$ cat src/sv/assert_macros.svh
// Assertion macros shared by the RTL files.
`ifndef ASSERT_MACROS_SVH
`define ASSERT_MACROS_SVH

// Implication checked on every rising clock edge, off while reset is held.
`define ASSERT_CLK(label, clk, rst_n, prop, msg) \
    label: assert property (@(posedge clk) disable iff (!(rst_n)) (prop)) else $error(msg);

// Condition that must never be true outside reset.
`define ASSERT_NEVER(label, clk, rst_n, cond, msg) \
    label: assert property (@(posedge clk) disable iff (!(rst_n)) !(cond)) else $error(msg);

`endif

$ cat src/sv/spimrb_pkg.sv
// Types and constants of the SPI master register block.
`timescale 1ns / 1ps

package spimrb_pkg;

    // Command codes of an input beat
    localparam logic [1:0] CMD_TICK   = 2'd0;
    localparam logic [1:0] CMD_WRITE  = 2'd1;
    localparam logic [1:0] CMD_READ   = 2'd2;
    // unassigned code, handled as a tick
    localparam logic [1:0] CMD_UNUSED = 2'd3;

    // Register select codes
    localparam logic REG_DATA = 1'b0;
    localparam logic REG_CTRL = 1'b1;

    // Control register bit positions
    localparam int CTRL_KEEP_LSB = 6;
    localparam int CTRL_RUN_BIT  = 5;
    localparam int CTRL_CSN_BIT  = 4;
    localparam int CTRL_WR_BIT   = 3;

    // Input beat
    typedef struct packed {
        logic [1:0]  cmd;
        logic        reg_select;
        logic [31:0] write_value;
        logic        miso;
    } in_t;

    // Result beat
    typedef struct packed {
        logic [31:0] read_value;
        logic        busy_res;
        logic        cs_n;
        logic        sclk;
        logic        mosi;
    } out_t;

endpackage

$ cat src/sv/spimrb_engine.sv
// Register file and serial engine: state update and result for one beat.
`timescale 1ns / 1ps

module spimrb_engine #(
    parameter int CLK_DIV   = 2,
    parameter int MAX_BYTES = 4
) (
    input  logic              aclk,
    input  logic              aresetn,
    input  logic              step,
    input  spimrb_pkg::in_t   beat,
    output spimrb_pkg::out_t  result
);
    import spimrb_pkg::*;

    logic [31:0] data_reg,  data_next;
    logic [1:0]  kept_reg,  kept_next;
    logic        csn_reg,   csn_next;
    logic        wmode_reg, wmode_next;
    logic [2:0]  count_reg, count_next;
    logic        run_reg,   run_next;
    logic [4:0]  bit_reg,   bit_next;
    logic [7:0]  div_reg,   div_next;
    logic        clk_reg,   clk_next;

    // after the engine step, before the register access
    logic [31:0] data_s;
    logic        run_s;
    logic [4:0]  bit_s;
    logic [7:0]  div_s;
    logic        clk_s;

    logic [5:0]  last_bit;
    logic [2:0]  cnt_w;
    logic [7:0]  ctrl_w;
    logic [7:0]  ctrl_rd;

    // word bit of a serial bit index: lowest byte first, MSB first in a byte
    function automatic logic [4:0] word_pos(input logic [4:0] idx);
        word_pos = {idx[4:3], ~idx[2:0]};
    endfunction

    // Serial engine step
    always_comb begin
        data_s   = data_reg;
        run_s    = run_reg;
        bit_s    = bit_reg;
        div_s    = div_reg;
        clk_s    = clk_reg;
        last_bit = {count_reg, 3'b000} - 6'd1;
        if (run_reg) begin
            if (({1'b0, div_reg} + 9'd1) < 9'(CLK_DIV)) begin
                div_s = div_reg + 8'd1;
            end else begin
                div_s = '0;
                if (!clk_reg) begin
                    // rising edge: sample MISO on reads
                    clk_s = 1'b1;
                    if (!wmode_reg) begin
                        data_s[word_pos(bit_reg)] = beat.miso;
                    end
                end else begin
                    // falling edge: next bit, or done after the last one
                    clk_s = 1'b0;
                    if (count_reg == 3'd0 || {1'b0, bit_reg} >= last_bit) begin
                        run_s = 1'b0;
                        bit_s = '0;
                    end else begin
                        bit_s = bit_reg + 5'd1;
                    end
                end
            end
        end
    end

    // Register access
    always_comb begin
        data_next  = data_s;
        kept_next  = kept_reg;
        csn_next   = csn_reg;
        wmode_next = wmode_reg;
        count_next = count_reg;
        run_next   = run_s;
        bit_next   = bit_s;
        div_next   = div_s;
        clk_next   = clk_s;
        ctrl_w     = beat.write_value[7:0];
        cnt_w      = (ctrl_w[2:0] > 3'(MAX_BYTES)) ? 3'(MAX_BYTES) : ctrl_w[2:0];
        ctrl_rd    = {kept_reg, run_s, csn_reg, wmode_reg, count_reg};
        result.read_value = '0;
        unique case (beat.cmd)
            CMD_WRITE: begin
                // writes are dropped while a transfer runs
                if (!run_s) begin
                    if (beat.reg_select == REG_DATA) begin
                        data_next = beat.write_value;
                    end else begin
                        kept_next  = ctrl_w[7:CTRL_KEEP_LSB];
                        csn_next   = ctrl_w[CTRL_CSN_BIT];
                        wmode_next = ctrl_w[CTRL_WR_BIT];
                        count_next = cnt_w;
                        if (ctrl_w[CTRL_RUN_BIT] && cnt_w != 3'd0) begin
                            run_next = 1'b1;
                            bit_next = '0;
                            div_next = '0;
                            clk_next = 1'b0;
                        end
                    end
                end
            end
            CMD_READ: begin
                result.read_value = (beat.reg_select == REG_DATA) ? data_s
                                                                  : {24'd0, ctrl_rd};
            end
            default: begin
                // tick only
            end
        endcase
        result.busy_res = run_next;
        result.cs_n     = csn_next;
        result.sclk     = clk_next;
        result.mosi     = run_next && wmode_next && data_next[word_pos(bit_next)];
    end

    // State registers, advanced once per accepted beat
    always_ff @(posedge aclk) begin
        if (!aresetn) begin
            data_reg  <= '0;
            kept_reg  <= '0;
            csn_reg   <= 1'b1;
            wmode_reg <= 1'b0;
            count_reg <= '0;
            run_reg   <= 1'b0;
            bit_reg   <= '0;
            div_reg   <= '0;
            clk_reg   <= 1'b0;
        end else if (step) begin
            data_reg  <= data_next;
            kept_reg  <= kept_next;
            csn_reg   <= csn_next;
            wmode_reg <= wmode_next;
            count_reg <= count_next;
            run_reg   <= run_next;
            bit_reg   <= bit_next;
            div_reg   <= div_next;
            clk_reg   <= clk_next;
        end
    end

endmodule

$ cat src/sv/spi_master_register_block.sv
// Top level: SPI master register block with registered result channel.
// The result beat is registered and appears in the cycle after its input beat is accepted.
// Throughput: one beat per cycle unless m_ready stalls the result channel; set by the single state update per beat.
// Input is taken whenever the result register is empty or being drained.
// Reset (aresetn low, synchronous): engine state and result valid cleared, chip select high, idle.
`timescale 1ns / 1ps
`include "assert_macros.svh"

module spi_master_register_block #(
    parameter int CLK_DIV   = 2,
    parameter int MAX_BYTES = 4
) (
    input  logic              aclk,
    input  logic              aresetn,
    input  logic              s_valid,
    output logic              s_ready,
    input  spimrb_pkg::in_t   s_data,
    output logic              m_valid,
    input  logic              m_ready,
    output spimrb_pkg::out_t  m_data
);
    import spimrb_pkg::*;

    logic  step;
    out_t  result;
    logic  m_valid_reg;
    out_t  m_data_reg;

    assign s_ready = !m_valid_reg || m_ready;
    assign step    = s_valid && s_ready;
    assign m_valid = m_valid_reg;
    assign m_data  = m_data_reg;

    spimrb_engine #(
        .CLK_DIV   (CLK_DIV),
        .MAX_BYTES (MAX_BYTES)
    ) u_engine (
        .aclk    (aclk),
        .aresetn (aresetn),
        .step    (step),
        .beat    (s_data),
        .result  (result)
    );

    // Result register
    always_ff @(posedge aclk) begin
        if (!aresetn) begin
            m_valid_reg <= 1'b0;
        end else if (step) begin
            m_valid_reg <= 1'b1;
        end else if (m_ready) begin
            m_valid_reg <= 1'b0;
        end
    end

    always_ff @(posedge aclk) begin
        if (step) begin
            m_data_reg <= result;
        end
    end

    // Checks
    `ASSERT_CLK(a_accept_gives_result, aclk, aresetn, step |=> m_valid_reg,
        "accepted beat did not produce a result")
    `ASSERT_CLK(a_drain_empties, aclk, aresetn,
        (m_valid_reg && m_ready && !s_valid) |=> !m_valid_reg,
        "result register not emptied after drain")
    `ASSERT_NEVER(a_idle_pins_quiet, aclk, aresetn,
        m_valid_reg && !m_data_reg.busy_res && (m_data_reg.sclk || m_data_reg.mosi),
        "serial pins active while idle")

endmodule
$ cat config.mk
export PLATFORM = sky130hd
export DESIGN_NAME = spi_master_register_block
export DESIGN_NICKNAME = d
export VERILOG_FILES = /design/src/sv/spimrb_pkg.sv /design/src/sv/spimrb_engine.sv /design/src/sv/spi_master_register_block.sv
export VERILOG_INCLUDE_DIRS = /design/src /design/src/sv
export SDC_FILE = /design/constraint.sdc
export NUM_CORES = 1
export LEC_CHECK = 0
export BUFFER_PORTS_ARGS = -buffer_cell sky130_fd_sc_hd__buf_4
export CAP_MARGIN = 0
export CORE_MARGIN = 2
export CORE_UTILIZATION = 62
export CTS_CLUSTER_SIZE = 12
export DETAILED_ROUTE_END_ITERATION = 8
export PLACE_DENSITY = 0.86
export SYNTH_ARGS = -nofsm -noshare
export SYNTH_HDL_FRONTEND = slang
export SYNTH_SLANG_ARGS = --single-unit
$ cat constraint.sdc
create_clock -name aclk -period 5.6 [get_ports aclk]
set_clock_uncertainty 0.2 [all_clocks]
set_input_delay 1.12 -clock aclk [delete_from_list [all_inputs] [get_ports aclk]]
set_output_delay 1.12 -clock aclk [all_outputs]
set_load 0.01 [all_outputs]
* Word-level counts from Yosys, hierarchy flattened
Index checks and enable logic that the tools add are counted.
Widths: inputs -> output; s select.
** Word-level totals
- Output and inout port bits :: 38
- Bits in registers :: 91
- Logic and storage cells :: 96
- Input port bits :: 40
** Operators by class
- Bitwise logic cells :: 4
- Order comparisons :: 6
- Multiplexer cells :: 51
- $add $sub $neg :: 4
- Reduce and logical (&&, ||, !) cells :: 13
- Equality and inequality tests :: 2
** Operator list (number)
- $mux 32 :: 7
- $mux 8 :: 7
- $mux 5 :: 8
- $bwmux 32 :: 1
- $mux 1 :: 25
- $lt 5x6->1 const B :: 2
- $add 8x1->9 const B :: 1
- $lt 9x2->1 const B :: 1
- $add 8x1->8 const B :: 1
- $ge 5x6->1 :: 1
- $not 3->3 :: 2
- $sub 6x1->6 const B :: 1
- $add 5x1->5 const B :: 1
- $bmux 1 s5 :: 1
- $demux 1 s5 :: 1
- $ge 5x1->1 const B :: 1
- $logic_and 1x1->1 :: 5
- $reduce_and 4->1 :: 1
- $gt 3x3->1 const B :: 1
- $logic_not 3->1 :: 1
- $mux 3 :: 1
- $reduce_bool 3->1 :: 1
- $eq 2x1->1 const B :: 1
- $eq 2x2->1 const B :: 1
- 5 further kinds :: 7

* Longest topological paths before layout
Gate-level depths: netlist of run 1.
- Depth in word-level cells :: 16
- Depth in mapped cells :: 13
- Mapped depth without buffers :: 12

* Hierarchy
From an unflattened synthesis of run 1, not the netlist that was laid out.
** Unflattened totals
- Cell total of the unflattened synthesis :: 593
- Area total of the unflattened synthesis :: 5258.8 µm²
** Modules (own cells, without submodules)
- spimrb_engine :: instances 1, sequential area each 1081.0 µm², area each 4120.2 µm², cells each 552
- spi_master_register_block :: instances 1, sequential area each 1101.1 µm², area each 1138.6 µm², cells each 41

* Worst setup path before layout of run 1
Ideal clock, no wire load.
- Kind :: input-to-reg
- Start point :: in m_ready
- End point :: reg m_data_reg (netlist bit m_data[0]), enable pin
- Cell stages on the path :: 5
- Data required time :: 4.986 ns
- Setup slack :: 1.826 ns
- Path buffers :: 2
- Data arrival time :: 3.160 ns
- Library setup time :: 0.414 ns
- Path through :: nand2b_1 -> nand2_1 -> inv_2 -> clkbuf_1 -> buf_1
** On the way
- Cells in the longest elaborated chain, start to end :: 2
** Ends and longest elaborated chain
- from (decl) :: RTL line spi_master_register_block.sv:19 : input logic m_ready,
- $logic_or 1x1->1 :: RTL line spi_master_register_block.sv:29 : assign s_ready = !m_valid_reg || m_ready;
- $logic_and 1x1->1 :: RTL line spi_master_register_block.sv:30 : assign step = s_valid && s_ready;
- named net step :: RTL line spi_master_register_block.sv:24 : logic step;
- to (signal assigned) :: RTL line spi_master_register_block.sv:58 : m_data_reg <= result;
- to (decl) :: RTL line spi_master_register_block.sv:27 : out_t m_data_reg;
The timed path passes the listed nets, and every way through them passes these cells.
A chain may end at the register's enable or synchronous reset.

==> impl_metrics.ini, run 1 <==
[global_routing]
grt_pass1_vias = 4965
grt_max_degree = 56
track_usage = 0.325
overflow = 0
antenna_found_initial = 0
grt_pass1_wl_um = 25100

[worst_setup_path]
rrSetupSlack_ns = 1.54
worstSetupPathType = reg2reg
required_ns = 5.52
endpoint_kind = flip-flop
cp-start-kind = flip-flop
r2r-end = m_data[0]
critPathMaxFanout = 25
critPathArrivalTime_ns = 3.98
r2r.worst_path.cells = 10
reg2reg_from = u_engine.bit_reg[0]

[finish]
drive_above_1_share = 0.185
fin_area_sq_um = 6080
antenna_cells = 0
largest_reg_flops = 36
utilization = 0.732
nNetsFinal = 699
layout.cells.non_filler = 760
area_growth_pct = 13.3

[timing]
period_needed_ns = 4.06
setup_tns_ns = 0
slew_headroom = 0.194
tightest_slew_ns = 1.21
setup_viol = 0
fin_ws_ns = 1.54
max_freq_ghz = 0.246
hold_viol = 0
period_share = 0.725
final_max_slew_viol_count = 0
rsz0062_at_grt = false

[logic_synthesis]
ys_ff_latch = 91
synth_area_leaders = dfxtp_1 21%, edfxtp_1 20%, mux2i_1 8.4%
syn_inst = 612
netlist_area_sq_um = 5360
ys_warn_count = 0
yosys.area.top_type = dfxtp_1
synth_async_sr_flop_share = 0
ys.flop_type = dfxtp_1
syn_area_per_cell_sq_um = 8.76
netlist.area_leader.share = 0.205
yosysSeqAreaShare = 0.407
synth_edf_count = 36
syn-num-nets = 661
post_synth_num_cell_types = 58

[worst_hold_path]
whs_endpoint = u_engine.data_reg[23]
min_path_cells = 2
min_path_type = reg2reg
hp-start = u_engine.data_reg[23]

[clock_network]
cts_made_buffers = 9
ctsRootBufferMaster = clkbuf_8
cts_sinks = 91
postCtsHoldBufs = 0
path_clk_slew_ns = 0.09
htree_levels = 3
cts.repair.resized = 0
ctsLongestPathBuffers = 2
clk_latency_ns = 0.37
cts_tree = yes
post_cts.repair.setup_buffers = 0

[place]
dp_cells = 744
place_hpwl_um = 10100
gp_congestion = 0.964
placed_area_sq_um = 5890
io_buffers = 77
dp_slack_ns = 1.66

[status]
outcome = complete, no violations

[floorplanning]
initial_utilization = 0.646
rows = 33
pin_count = 78
die_y_um = 97.0
die_w_um = 97.0
dieArea_sq_um = 9410
coreArea_sq_um = 8300

[detailed_routing]
drcViolationCount = 0
drt-wirelength-per-cell_um = 20.1
ant_nets = 0
drt-vias-per-instance = 6.81
drt_iter0_markers = 669
drt-total-wl_um = 15300
dr.pass1.iters = 6
via_count = 5172

[power_and_ir_drop]
switching_share = 0.304
ir_drop_mv = 0.147
combPwrFrac = 0.170
power_frac_clock = 0.308
powerDensity_nw_per_um2 = 232
switchingPower_uw = 427
p_seq_frac = 0.522
p_int_uw = 979
leakage_uw = 0.00252

[run]
cap_viol_max_count = 0
kinds of logic after synthesis:
family / synth area share
and+or+nand+nor: 0.207
AOI/OAI and AO/OA: 0.220
DFF: 0.407
buffers and inverters: 0.0546
muxes: 0.0903
adders and majority gates: 0.0210
cell usage in the layout (no fill, tap or decap), drive strengths merged, types with 3 or more instances in the layout:
cell type  netlist  final
a211oi           4      4
a21boi          33     33
a21oi           17     17
a221oi           5      5
a22oi           16     16
a31oi            4      4
and2             5      5
and3            11     11
buf             17     83
clkbuf          39     10
clkinv           0      4
dfxtp           55     55
edfxtp          36     36
ha               9      9
inv             16     18
mux2             3      3
mux2i           45     45
nand2           88     88
nand2b           3      3
nand3           16     16
nand4            6      6
nor2            52     52
nor2b           12     12
nor3            30     30
nor3b            4      4
o2111ai         29     29
o211a            6      6
o211ai          12     12
o21a             3      3
o21ai           11     11
o22ai            3      3
or2              5      5
worst max path at each step:
| stage | start | to | slack (ns) | cells past startpoint |
|---|---|---|---|---|
| global placement | s_data[35] | m_data[0] | 1.79 | 10 |
| detailed placement | s_data[35] | m_data[0] | 1.66 | 10 |
| floorplan | m_ready | m_data[0] | 1.83 | 5 |
| finish | u_engine.bit_reg[0] | m_data[0] | 1.54 | 10 |
| global route | u_engine.bit_reg[0] | m_data[0] | 1.40 | 10 |
| CTS | u_engine.div_reg[0] | m_data[0] | 1.67 | 12 |
final cells by class:
cell class | count | area, sq um
Fill cell | 653 | 2220
Inverter | 16 | 60.1
Sequential cell | 91 | 2180
Clock buffer | 10 | 138
Clock inverter | 6 | 48.8
Timing Repair Buffer | 83 | 623
Multi-Input combinational cell | 449 | 2890
Tap cell | 105 | 131
synthesized netlist by cell type, types with 3 or more instances:
| cell type | instances |
|---|---|
| nand2_1 | 88 |
| a21oi_1 | 17 |
| mux2_2 | 3 |
| nand2b_1 | 3 |
| nor3_1 | 30 |
| nor2b_1 | 12 |
| nor2_1 | 52 |
| buf_2 | 9 |
| a31oi_1 | 4 |
| mux2i_1 | 45 |
| inv_1 | 14 |
| clkbuf_1 | 39 |
| edfxtp_1 | 36 |
| o21ai_0 | 7 |
| and2_1 | 4 |
| nand3_1 | 16 |
| nand4_1 | 6 |
| o211a_1 | 6 |
| a22oi_1 | 15 |
| a221oi_1 | 5 |
| and3_1 | 11 |
| or2_2 | 4 |
| nor3b_1 | 4 |
| ha_1 | 9 |
| o2111ai_1 | 29 |
| dfxtp_1 | 55 |
| a211oi_1 | 4 |
| o211ai_1 | 12 |
| a21boi_0 | 31 |
| buf_1 | 6 |
per-layer routing:
layer,share of wire,routed length [um],vias to the layer above,GRT usage
met3,0.11,1620,64,0.0744
met5,0,0,-,0
met1,0.40,6090,2428,0.434
li1,-,-,2319,-
met4,0.033,501,0,0.118
met2,0.46,7090,361,0.519
power by group through the flow:
| stage | sequential [uW] | combinational [uW] | clock, uW |
|---|---|---|---|
| 3_3_place_gp | 747 | 223 | 0 |
| 5_1_grt | 738 | 255 | 463 |
| 4_1_cts | 734 | 232 | 435 |
| 2_1_floorplan | 747 | 145 | 0 |
| 3_5_place_dp | 749 | 230 | 0 |
| 6_report | 735 | 239 | 433 |
metrics by stage:
stage	hold slack, ns	total power (uW)
floorplan	0.237	891
global placement	0.249	970
detailed placement	0.258	979
CTS	0.271	1400
global route	0.286	1460
finish	0.272	1410
worst max-delay path, stage by stage (launching register included):
cell,delay (ns)
dfxtp_1,0.49
ha_1,0.60
nand4_1,0.18
a22oi_2,0.25
nor2_1,0.15
o21ai_2,0.94
a22oi_1,0.25
a221oi_1,0.31
a31oi_1,0.08
o211ai_1,0.26
o22ai_2,0.10
(Power assumes the default switching activity.)
==> run 2: changes to the inputs <==
- CORE_UTILIZATION: 62 -> 58
- PLACE_DENSITY: 0.86 -> 0.81
- clock period: 5.6 -> 4.05 ns (I/O delays scaled with it)
==> run 2 against run 1 <==
Compared with the run above: via count fell by 0.62%; worst hold slack got worse by 0.0040 ns; register-to-register slack worse by 1.2 ns; worst setup slack lost 1.2 ns; design area up 2.1%; maximum frequency up 10%; critical path depth grew 3; sequential power increased by 37%; combinational power increased by 45%; cell count up 2.4%; non-clock buffer count is 13 higher; core utilization shrank 5.1 points; highest routed layer unchanged.
==> impl_metrics.ini, run 2 (synthesis results as in run 1) <==
[timing]
setup_viol = 0
slew_headroom = 0.446
tightest_slew_ns = 0.830
setup_tns_ns = 0
max_freq_ghz = 0.271
rsz0062_at_grt = false
hold_viol = 0
holdWs_ns = 0.268
fin_ws_ns = 0.359
final_max_slew_viol_count = 0
period_share = 0.911
period_needed_ns = 3.69

[place]
gp_congestion = 0.967
place_hpwl_um = 10200
dp_slack_ns = 0.442
io_buffers = 77
placed_area_sq_um = 6000

[finish]
largest_reg_flops = 36
final_common_cell = buf_4
multi_input_area_sq_um = 2890
antenna_cells = 0
area_growth_pct = 15.7
fill_cells = 741
seqCellArea_sq_um = 2180
drive_above_1_share = 0.196
nNetsFinal = 712
fin_area_sq_um = 6200
most-common-layout-cells = 96 x buf_4, 88 x nand2_1, 55 x dfxtp_1

[worst_setup_path]
endpoint_kind = flip-flop
worstSetupPathType = reg2reg
cp-start-kind = flip-flop
required_ns = 3.97
critPathArrivalTime_ns = 3.61
critPathMaxFanout = 16

[run]
cap_viol_max_count = 0

[detailed_routing]
drt-total-wl_um = 15400
drt-wirelength-per-cell_um = 19.7
drt_iter0_markers = 500
drcViolationCount = 0
dr.pass1.iters = 5
drt-vias-per-instance = 6.61
via_count = 5140
ant_nets = 0

[worst_hold_path]
min_path_type = reg2reg

[power_and_ir_drop]
ir_drop_mv = 0.170
powerDensity_nw_per_um2 = 328
leakage_uw = 0.00259
total_power_uw = 2030

[global_routing]
grt_pass1_wl_um = 24400
grt_pass1_vias = 4932
grt_max_degree = 56
overflow = 0
track_usage = 0.306
antenna_found_initial = 0

[clock_network]
cts.repair.resized = 0
ctsRootBufferMaster = clkbuf_8
postCtsHoldBufs = 0
cts_tree = yes
htree_levels = 3
clk_latency_ns = 0.37
post_cts.repair.setup_buffers = 0
path_clk_slew_ns = 0.09
ctsLongestPathBuffers = 2
cts_sinks = 91
cts_made_buffers = 9

[floorplanning]
pin_count = 78
coreArea_sq_um = 9110
die_w_um = 100
dieArea_sq_um = 10000
rows = 35
initial_utilization = 0.589
die_y_um = 100

[status]
outcome = complete, no violations
==> run 2: changes by cell type in the layout (fill, tap and decap cells not counted), sizes merged <==
cell      previous run  this run
buf                 83        96
clkinv               4         1
bufinv               0         2
inv                 18        16
clkbuf              10        11
clkinvlp             0         1
==> run 2: final timing paths <==
kind,from,to,slack (ns),cells after the start
hold / removal,u_engine.kept_reg[0],u_engine.kept_reg[0],0.27,2
setup reg to reg,u_engine.count_reg[0],m_data[0],0.36,13
setup / recovery,u_engine.count_reg[0],m_data[0],0.36,13
hold reg to reg,u_engine.kept_reg[0],u_engine.kept_reg[0],0.27,2
==> run 2: layout make-up <==
type                       count  share of cell area
multi-input combinational    449               0.467
sequential                    91               0.352
timing repair buffer          96               0.116
tap                          111              0.0224
clock buffer                  11              0.0212
clock inverter                 4              0.0123
inverter                      16             0.00968
==> run 2: power breakdown <==
| group | total (uW) | switching (uW) | internal, uW |
|---|---|---|---|
| sequential | 1010 | 23.0 | 987 |
| combinational | 347 | 217 | 130 |
| clock | 675 | 329 | 346 |
==> run 2: stage by stage <==
| step | std cells | utilization |
|---|---|---|
| floorplan | 612 | - |
| global placement | 763 | 0.658 |
| detailed placement | 763 | 0.658 |
| CTS | 778 | 0.681 |
| global route | 778 | 0.681 |
| finish | 778 | 0.681 |
==> run 2: worst max-delay path, stage by stage, from the launching register on <==
cell	delay, ns
dfxtp_1	0.40
inv_1	0.09
ha_1	0.31
ha_1	0.29
a21oi_1	0.19
a22oi_2	0.12
o221a_2	0.27
o21ai_4	0.41
buf_4	0.32
nand2_1	0.10
a221oi_1	0.30
a31oi_1	0.07
o211ai_1	0.26
o22ai_2	0.10
==> run 2: routing by layer <==
layer | vias up | track usage | part of all wire
li1 | 2345 | - | -
met1 | 2393 | 0.407 | 0.39
met2 | 338 | 0.479 | 0.46
met3 | 64 | 0.0717 | 0.11
met4 | 0 | 0.130 | 0.038
met5 | - | 0 | 0
==> run 3: changes to the inputs <==
- clock period: 4.05 -> 4.2 ns (I/O delays scaled with it)
==> run 3 against run 2 <==
Compared with the run above: combinational power is 4% lower; critical path depth stayed put; design area is 0.18% lower; clock power is 2% higher; highest routed layer unchanged; routed wire length is 1.7% higher; worst hold slack hardly changed; critical endpoint unchanged; flip-flop and latch count stayed put; clock-buffer cell count is 1 lower.
==> impl_metrics.ini, run 3 (synthesis results as in run 1) <==
[clock_network]
cts_tree = yes
cts.repair.resized = 0
clk_latency_ns = 0.38
path_clk_slew_ns = 0.11
htree_levels = 3
cts_sinks = 91
ctsLongestPathBuffers = 2
post_cts.repair.setup_buffers = 0
postCtsHoldBufs = 0
cts_made_buffers = 9
ctsRootBufferMaster = clkbuf_8

[worst_setup_path]
crit_top_cell = ha_1
worstSetupPathType = reg2reg
cpPeakStageDelay_ns = 0.57
crit_chain = inv_1 -> ha_1 -> ha_1 -> a21oi_1 -> a22oi_2 -> o221a_2 -> o21ai_4 -> buf_4 -> nand2_1 -> a221oi_1 -> a31oi_1 -> o211ai_1 -> o22ai_2
r2r-end = m_data[0]
setup.worst_path.start = u_engine.count_reg[0]
cpMaxStageDelayCell = o21ai_4
r2r.worst_path.cells = 13
endpoint_kind = flip-flop
critPathMaxFanout = 24
required_ns = 4.13
critPathArrivalTime_ns = 3.85
cp-start-kind = flip-flop
crit_end = m_data[0]
rrSetupSlack_ns = 0.28
reg2reg_from = u_engine.count_reg[0]

[detailed_routing]
drt_iter0_markers = 467
via_count = 4969
dr.pass1.iters = 5
drt-wirelength-per-cell_um = 20.2
drcViolationCount = 0
drt-total-wl_um = 15600
ant_nets = 0
drt-vias-per-instance = 6.41

[place]
io_buffers = 77
gp_congestion = 0.964
place_hpwl_um = 10400

[timing]
final_max_slew_viol_count = 0
max_freq_ghz = 0.255
hold_viol = 0
setup_viol = 0
period_needed_ns = 3.92
tightest_slew_ns = 1.14
period_share = 0.933
slew_headroom = 0.242
setup_tns_ns = 0
rsz0062_at_grt = false

[power_and_ir_drop]
combPwrFrac = 0.166
p_seq_frac = 0.489
power_frac_clock = 0.345
p_int_uw = 1430
powerDensity_nw_per_um2 = 322
ir_drop_mv = 0.185
switchingPower_uw = 569
total_power_uw = 1990
leakage_uw = 0.00258
switching_share = 0.285

[floorplanning]
rows = 35
coreArea_sq_um = 9110
pin_count = 78
dieArea_sq_um = 10000
initial_utilization = 0.589
die_y_um = 100
die_w_um = 100

[finish]
nNetsFinal = 708
area_growth_pct = 15.4
fill_cells = 768
antenna_cells = 0
drive_above_1_share = 0.196
largest_reg_flops = 36
final_common_cell = buf_4
most-common-layout-cells = 92 x buf_4, 88 x nand2_1, 55 x dfxtp_1

[global_routing]
grt_max_degree = 58
grt_pass1_vias = 4682
antenna_found_initial = 0
overflow = 0
track_usage = 0.312
grt_pass1_wl_um = 24300

[worst_hold_path]
min_path_cells = 2
hp-start = u_engine.data_reg[8]
min_path_type = reg2reg

[run]
cap_viol_max_count = 0

[status]
outcome = complete, no violations
-- run 3: changes by cell type in the layout (fill, tap and decap cells not counted) --
cell,delta
clkinvlp_4,+1
clkinv_2,+1
clkbuf_8,+1
clkbuf_1,-2
buf_4,-4
-- run 3: power groups by stage --
stage                     combinational (uW)  clock [uW]  sequential [uW]
after floorplan                          193           0              995
after global placement                   320           0              992
after detailed placement                 324           0              994
after CTS                                325         692              974
after global routing                     356         722              978
final                                    332         688              974
-- run 3: per-stage QoR --
| step | setup slack (ns) | util | hold slack [ns] | cells | area (sq um) |
|---|---|---|---|---|---|
| after global placement | 0.542 | 0.655 | 0.248 | 759 | 5970 |
| after detailed placement | 0.387 | 0.655 | 0.258 | 759 | 5970 |
| after CTS | 0.369 | 0.680 | 0.270 | 775 | 6190 |
| after floorplan | 0.706 | - | 0.237 | 612 | 5360 |
| final | 0.280 | 0.680 | 0.268 | 775 | 6190 |
| after global routing | 0.112 | 0.680 | 0.282 | 775 | 6190 |
-- run 3: critical path: cells and delay by family (launching register included) --
| family | cells | cell delay, ns |
|---|---|---|
| compound gates | 8 | 1.93 |
| fa+ha+maj | 2 | 0.61 |
| buf+inv | 2 | 0.43 |
| flops | 1 | 0.40 |
| simple gates | 1 | 0.10 |
-- run 3: worst min path at each step --
stage                                  to  slack, ns
finish               u_engine.data_reg[8]       0.27
global route         u_engine.kept_reg[0]       0.28
CTS                  u_engine.data_reg[8]       0.27
detailed placement   u_engine.data_reg[8]       0.26
global placement    u_engine.data_reg[15]       0.25
floorplan           u_engine.data_reg[17]       0.24
-- run 3: final cells by class --
class	instances	area [sq um]	share of cell area
inverter	16	60.1	0.00970
sequential	91	2180	0.352
timing repair buffer	92	691	0.112
clock buffer	10	138	0.0222
multi-input combinational	449	2890	0.467
clock inverter	6	88.8	0.0143
tap	111	139	0.0224
-- run 3: layer usage --
metal / part of all wire / global-route usage / up-vias / routed length, um
met5: 0 / 0 / - / 0
met4: 0.022 / 0.117 / 0 / 346
met3: 0.082 / 0.0627 / 37 / 1280
met2: 0.47 / 0.493 / 249 / 7330
met1: 0.43 / 0.423 / 2346 / 6660
li1: - / - / 2337 / -
